`src/sv/cscol_pkg.sv`:
```
// Package with widths, types and shared constants for the circle collision test.
`default_nettype none
package cscol_pkg;

  localparam int CoordW = 24;
  localparam int LenW   = 23;
  localparam int DiffW  = 26;
  localparam int SqW    = 52;
  localparam int RootW  = 26;
  localparam int PenW   = 25;
  localparam int NormW  = 16;
  localparam int QuoW   = 16;
  localparam int DivNumW = 41;
  localparam int DivStages = QuoW;
  localparam logic signed [NormW-1:0] Q14One = 16'sd16384;
  localparam logic signed [PenW+2:0] PenMax = 28'sd16777215;
  localparam logic signed [PenW+2:0] PenMin = -28'sd16777216;

  // Per-transaction control travelling alongside the arithmetic.
  typedef struct packed {
    logic hit;
    logic zero_len;
    logic negate;
    logic neg_x;
    logic neg_y;
    logic signed [PenW+2:0] rad;
  } cscol_ctl_t;

  typedef struct packed {
    logic [DiffW-1:0] ax;
    logic [DiffW-1:0] ay;
  } cscol_vec_t;

endpackage
`default_nettype wire

```
`src/sv/cscol_div.sv`:
```
// Pipelined normalizer: two restoring dividers giving rounded Q1.14 components.
`default_nettype none
module cscol_div import cscol_pkg::*; (
  input  wire logic              clk,
  input  wire logic              rst_n,
  input  wire logic              adv,
  input  wire logic              in_vld,
  input  wire logic [RootW-1:0]  root_in,
  input  wire cscol_vec_t        vec_in,
  input  wire cscol_ctl_t        ctl_in,
  output logic                   out_vld,
  output logic [QuoW-1:0]        qx,
  output logic [QuoW-1:0]        qy,
  output logic [RootW-1:0]       root_out,
  output cscol_ctl_t             ctl_out
);

  // Numerator = |c| * 16384 + len / 2; the quotient is clamped at 16384,
  // so 16 quotient bits suffice; a numerator of at least 2^16 * len is flagged and clamped.
  logic                  v_r  [DivStages+1];
  logic [DivNumW-1:0]    nx_r [DivStages+1];
  logic [DivNumW-1:0]    ny_r [DivStages+1];
  logic [QuoW-1:0]       qx_r [DivStages+1];
  logic [QuoW-1:0]       qy_r [DivStages+1];
  logic                  ovx_r [DivStages+1];
  logic                  ovy_r [DivStages+1];
  logic [RootW-1:0]      d_r  [DivStages+1];
  cscol_ctl_t            ctl_r [DivStages+1];

  logic [DivNumW-1:0] numx, numy;
  logic [DivNumW-1:0] lim;

  always_comb begin
    numx = (DivNumW'(vec_in.ax) << 14) + DivNumW'(root_in >> 1);
    numy = (DivNumW'(vec_in.ay) << 14) + DivNumW'(root_in >> 1);
    lim  = DivNumW'(root_in) << QuoW;
    v_r[0]   = in_vld;
    nx_r[0]  = numx;
    ny_r[0]  = numy;
    qx_r[0]  = '0;
    qy_r[0]  = '0;
    ovx_r[0] = numx >= lim;
    ovy_r[0] = numy >= lim;
    d_r[0]   = root_in;
    ctl_r[0] = ctl_in;
  end

  for (genvar i = 0; i < DivStages; i++) begin : g_stage
    localparam int B = QuoW - 1 - i;
    logic [DivNumW-1:0] sub;
    logic [DivNumW-1:0] nxx, nyy;
    logic               tx, ty;
    always_comb begin
      sub = DivNumW'(d_r[i]) << B;
      tx  = nx_r[i] >= sub;
      ty  = ny_r[i] >= sub;
      nxx = tx ? nx_r[i] - sub : nx_r[i];
      nyy = ty ? ny_r[i] - sub : ny_r[i];
    end
    always_ff @(posedge clk) begin
      if (!rst_n) v_r[i+1] <= 1'b0;
      else if (adv) v_r[i+1] <= v_r[i];
    end
    always_ff @(posedge clk) begin
      if (adv) begin
        nx_r[i+1]  <= nxx;
        ny_r[i+1]  <= nyy;
        qx_r[i+1]  <= qx_r[i] | (QuoW'(tx) << B);
        qy_r[i+1]  <= qy_r[i] | (QuoW'(ty) << B);
        ovx_r[i+1] <= ovx_r[i];
        ovy_r[i+1] <= ovy_r[i];
        d_r[i+1]   <= d_r[i];
        ctl_r[i+1] <= ctl_r[i];
      end
    end
  end

  always_comb begin
    qx = (ovx_r[DivStages] || qx_r[DivStages] > QuoW'(Q14One)) ? QuoW'(Q14One)
                                                                : qx_r[DivStages];
    qy = (ovy_r[DivStages] || qy_r[DivStages] > QuoW'(Q14One)) ? QuoW'(Q14One)
                                                                : qy_r[DivStages];
  end

  assign out_vld  = v_r[DivStages];
  assign root_out = d_r[DivStages];
  assign ctl_out  = ctl_r[DivStages];

endmodule
`default_nettype wire

```
`config.mk`:
```
export PLATFORM = sky130hd
export DESIGN_NAME = cscol_div
export DESIGN_NICKNAME = d
export VERILOG_FILES = /design/src/sv/cscol_pkg.sv /design/src/sv/cscol_div.sv
export SDC_FILE = /design/constraint.sdc
export NUM_CORES = 2
export LEC_CHECK = 0
export BUFFER_PORTS_ARGS = -buffer_cell sky130_fd_sc_hd__buf_2
export CAP_MARGIN = 20
export CORE_MARGIN = 4
export CORE_UTILIZATION = 48
export CTS_CLUSTER_DIAMETER = 60
export DETAILED_ROUTE_END_ITERATION = 12
export SLEW_MARGIN = 10
export SYNTH_ARGS = -nofsm -noshare
export SYNTH_HDL_FRONTEND = slang
export SYNTH_SLANG_ARGS = --single-unit
export TNS_END_PERCENT = 50
```
`constraint.sdc`:
```
create_clock -name clk -period 5.7 [get_ports clk]
set_clock_uncertainty 0.1 [all_clocks]
set_input_delay 0.285 -clock clk [delete_from_list [all_inputs] [get_ports clk]]
set_output_delay 0.285 -clock clk [all_outputs]
set_load 0.01 [all_outputs]
```
Word level (Yosys, flattened, before mapping)
Cells that the tools add are included.

word-level totals
  bits in registers = 2704
  output and inout bits = 92
  word-level logic and storage cells = 354

cells by class
  add/subtract/negate cells = 32
  magnitude comparators = 36
  mux-type cells = 32
  bitwise logic cells = 30
  reduce and logical (&&, ||, !) cells = 2

operators by type and width
  cell              count
  $mux W41          30
  $ge A41 B41 Y1    4
  $add A40 B25 Y41  2
  $ge A41 B26 Y1    2
  $ge A41 B27 Y1    2
  $ge A41 B28 Y1    2
  $ge A41 B29 Y1    2
  $ge A41 B30 Y1    2
  $ge A41 B31 Y1    2
  $ge A41 B32 Y1    2
  $ge A41 B33 Y1    2
  $ge A41 B34 Y1    2
  $ge A41 B35 Y1    2
  $ge A41 B36 Y1    2
  $ge A41 B37 Y1    2
  $ge A41 B38 Y1    2
  $ge A41 B39 Y1    2
  $ge A41 B40 Y1    2
  $sub A41 B27 Y41  2
  $sub A41 B28 Y41  2
  $sub A41 B29 Y41  2
  $sub A41 B30 Y41  2
  $sub A41 B31 Y41  2
  $sub A41 B32 Y41  2
  other kinds (27)  54

Logic depth before layout (Yosys ltp)
  depth after elaboration = 3
  gate-level depth with buffers = 24

Worst setup path after synthesis
Ideal clock, no wire load.

  path kind = input port to flip-flop
  start point = input port root_in[16]
  end point = register ny_r[633] (netlist bit), data pin
  arrival time = 4471 ps
  data required time = 5340 ps
  path slack = 870 ps
  cell stages on the path = 20
  cells stage by stage = ha_1 -> a21o_1 -> a21oi_1 -> nand2b_1 -> a21boi_0 -> nor4_1 -> o41ai_1 -> nand3_1 -> xnor2_1 -> ha_1 -> nand2_1 -> o21ai_0 -> o211ai_1 -> nand2_1 -> a21oi_1 -> o21ai_0 -> a21oi_1 -> o21ai_1 -> clkbuf_1 -> mux2_2

between the ends
  cells in the longest elaborated chain, start to end = 3

ends and longest elaborated chain
  what                                                       line                              text
  start, declared                                            cscol_div.sv:8                    input wire logic [RootW-1:0] root_in,
  $add A40 B25 Y41                                           cscol_div.sv:35                   numy = (DivNumW'(vec_in.ay) << 14) + DivNumW'(root_in >> 1);
  $sub A41 B41 Y41 / $ge A41 B41 Y1 (equally long branches)  cscol_div.sv:58, cscol_div.sv:56
  $mux W41 *                                                 cscol_div.sv:58                   nyy = ty ? ny_r[i] - sub : ny_r[i];
  net g_stage[0].nyy[18]                                     cscol_div.sv:51                   logic [DivNumW-1:0] nxx, nyy;
  end signal, assigned by index                              cscol_div.sv:67                   ny_r[i+1] <= nyy;
  end, declared                                              cscol_div.sv:22                   logic [DivNumW-1:0] ny_r [DivStages+1];

Mark *: on every way through the listed nets, which the timed path passes. The rest lies on a longest branch.
A chain may end at the register's enable or synchronous reset.

Worst setup path in the final report
  start point = input port root_in[15]
  end point = register nx_r[646] (netlist bit), data pin

between the ends
  cells in the longest elaborated chain, start to end = 3

ends and longest elaborated chain
  what                                                       line                              text
  $add A40 B25 Y41                                           cscol_div.sv:34                   numx = (DivNumW'(vec_in.ax) << 14) + DivNumW'(root_in >> 1);
  $sub A41 B41 Y41 / $ge A41 B41 Y1 (equally long branches)  cscol_div.sv:57, cscol_div.sv:55
  $mux W41 *                                                 cscol_div.sv:57                   nxx = tx ? nx_r[i] - sub : nx_r[i];
  net g_stage[0].nxx[31]                                     cscol_div.sv:51
  end signal, assigned by index                              cscol_div.sv:66                   nx_r[i+1] <= nxx;
  end, declared                                              cscol_div.sv:21                   logic [DivNumW-1:0] nx_r [DivStages+1];

Marks and branches as above.

==> metrics <==
status=finished clean; highest clock rate=0.185 GHz; Max FO, Critical Path=22; complex-gate fraction of the synthesized area=14.3%; EDFF count, synth=2240; CTS Buf Count=274; simple-gate share of the synthesized area=11.4%; CP Capture Type=flop; combinational share of power=38.9%; Top FF cell, synth=edfxtp_1; DRC=0; Critical Path Stages=25; Slew Viols, Final=0; CTS tree=built; ratio of cells with drive above 1 in the final layout=8.80%; placer congestion estimate=0.956; Hold Vio Cnt, Final=0; total track usage=25.4%; PnR worst setup slack=0.300 ns; largest stage delay on the critical path=0.54 ns; Initial DRT Pass Iterations=5; RSZ-0062 raised after global routing=false; Die Wd=519 µm; synthesis-stage register bit count=2256; asr flop ratio synth=0%; I/O Pins=207; Worst Hold Class=in -> reg; arrival time at the worst endpoint=5.87 ns; synth unique cells=94; final WL=351000 µm; H-tree Lvls=5; Synth Area per Inst=11.4 µm²; core area=260000 µm²; Clock power frac=23.8%; Clk pin slew, worst setup/hold paths=0.06 ns; pwr dens=513 nW/µm²; largest net degree at the start of global routing=175; area post-placement=130000 µm²; drt initial violations=6553; Seq/Total Area, Yosys=54.0%; PortBufs=204; Placement Setup Slack=0.175 ns; CP top delay family=compound AO/OA/AOI/OAI gates; post-synthesis mux area share=1.82%; Hold Path Cell Cnt=5; FF-to-FF path depth=13; Resized cells post-CTS=0; Final Cycle Share=94.7%; Setup CP Type=in -> reg; Via Count=86900; internal power=0.0454 W; grt ovf=0; DIE HEIGHT=519 µm; vias per cell=5.77; Synth Area in Adders=9.40%; leakage power=54.7 nW; YS warnings=0; Tmin final=5.40 ns; fin nets=12500; vias in the first global route=86200; max-cap violations=0; CTS Buffer Depth=4; per-cell routed wire length=23.3 µm; switching share of power=37.2%; DPL Wire Length=274000 µm; Initial Utilization=48.2%; Design Area, Final=141000 µm²; Final ANT Viol Nets=0; net switching power=0.0269 W; Seq pwr share=37.3%; Yosys top cell by area=edfxtp_1; XOR/XNOR share of the synthesized area=6.08%; Cells after Synth=11000; Worst path slowest cell=dlygate4sd3_1; P&R area growth vs syn=12.5%; Worst-Skew Late Latency=0.89 ns; Synth top area share=53.7%; CP Buf/Inv Count=4; Die ar.=269000 µm²; Slew @ Worst Pin=1.11 ns; first-pass GRT wire length=525000 µm; Critical Path RT=6.17 ns; Clock Root Buffer=clkbuf_16; synth top area cells=edfxtp_1, ha_1, a21oi_1, xnor2_1, o21ai_0; main combinational cell family by area after synthesis=compound AO/OA/AOI/OAI gates; # clock sinks=2256; worst vdd rail ir drop=0.000421 V; Setup Viol. Count Final=0; crit start category=input port; Core Rows=187; Sum Neg Setup Slack=0 ns; initial antenna violation count=13; Power, Total=0.0723 W; Slew HR=25.6%; Mapped Area=125000 µm²
==> synthesized netlist by cell type (194+ instances only) <==
cell type,n
a21o_1,431
xor2_1,364
nand3_1,194
nor3_1,197
xnor2_1,505
o21ai_0,727
inv_1,614
nand2_1,819
ha_1,890
edfxtp_1,2240
a21oi_1,912
clkbuf_1,210
nor2_1,750
==> stage by stage <==
stage	hold WS [ns]	util (%)	instances
final	0.0657	54.2	15100
after global routing	0.0538	54.2	15100
after CTS	0.00682	54.2	15100
after detailed placement	0.305	50.2	14400
after global placement	0.300	50.2	14400
after floorplan	0.284	-	11000
==> power groups by stage <==
stage	clock network, W	registers [W]	logic, W
4_1_cts	0.0177	0.0269	0.0279
2_1_floorplan	0	0.0253	0.0204
3_3_place_gp	0	0.0272	0.0273
6_report	0.0172	0.0270	0.0281
3_5_place_dp	0	0.0272	0.0276
5_1_grt	0.0185	0.0272	0.0310
==> path summary, 6_finish.rpt <==
check	start	endpoint	slack (ns)
setup / recovery	root_in[15]	nx_r[646]	0.30
hold / removal	vec_in[3]	ny_r[632]	0.07
hold reg to reg	qy_r[205]	qy_r[189]	0.27
setup reg to reg	nx_r[419]	ny_r[383]	0.89
==> layout by cell type (no fill, tap or decap), types with 193 or more instances in the layout <==
cell and n:
a21o_1 430, nor3_1 196, ha_1 890, edfxtp_1 2240, clkbuf_16 276, nand2_1 818, a21oi_1 910, nor2_1 749
o21ai_0 727, xnor2_1 505, buf_2 203, inv_1 614, nand3_1 193, xor2_1 364
==> worst register-to-register path: cells and delay by family (launching register included) <==
| family | cells | cell delay (ns) |
|---|---|---|
| AO/OA/AOI/OAI | 6 | 2.01 |
| flip-flops | 1 | 0.44 |
| buffers and inverters | 2 | 0.64 |
| AND/OR/NAND/NOR | 2 | 0.44 |
| multiplexers | 1 | 0.35 |
| adder cells (fa/ha/maj) | 2 | 0.60 |
==> cell type report <==
type	instances	area (µm²)
timing repair buffer	457	3510
antenna	6	15.0
tap	3402	4260
fill	22000	119000
clock buffer	313	7050
sequential	2256	67600
inverter	616	2310
clock inverter	179	2010
multi-input combinational	7834	54100
==> routing by layer <==
metal  routed length, µm  share of wire [%]  track usage [%]
met5                  22             0.0063                0
met3               15400                4.4             2.59
met1              150000                 43             32.8
met2              166000                 47             42.9
met4               19000                5.4             11.9
==> state kept, by name, summed over array words and instances, names as in the netlist <==
name      flops
ctl_r       495
ovx_r        16
ovy_r        16
out_vld       1
v_r          15
qx_r        136
ny_r        496
ctl_out      33
nx_r        615
qy_r        136
d_r         271
root_out     26
==> what timing repair did <==
| action | 4_1_cts | 5_1_grt |
|---|---|---|
| endpoints found under the setup margin | 0 | 0 |
| hold buffers | 136 | 0 |
| endpoints found under the hold margin | 159 | 0 |
| setup buffers | 0 | 0 |
==> logic make-up (layout without fill, tap and decap cells) <==
| family | Yosys count | count (layout) |
|---|---|---|
| adder cells (fa/ha/maj) | 922 | 922 |
| AND/OR/NAND/NOR | 2946 | 2946 |
| buffers and inverters | 925 | 1565 |
| AO/OA/AOI/OAI | 2889 | 2889 |
| other | 1 | 8 |
| XOR/XNOR | 869 | 869 |
| multiplexers | 206 | 206 |
| flip-flops | 2256 | 2256 |
(Power assumes the default switching activity.)
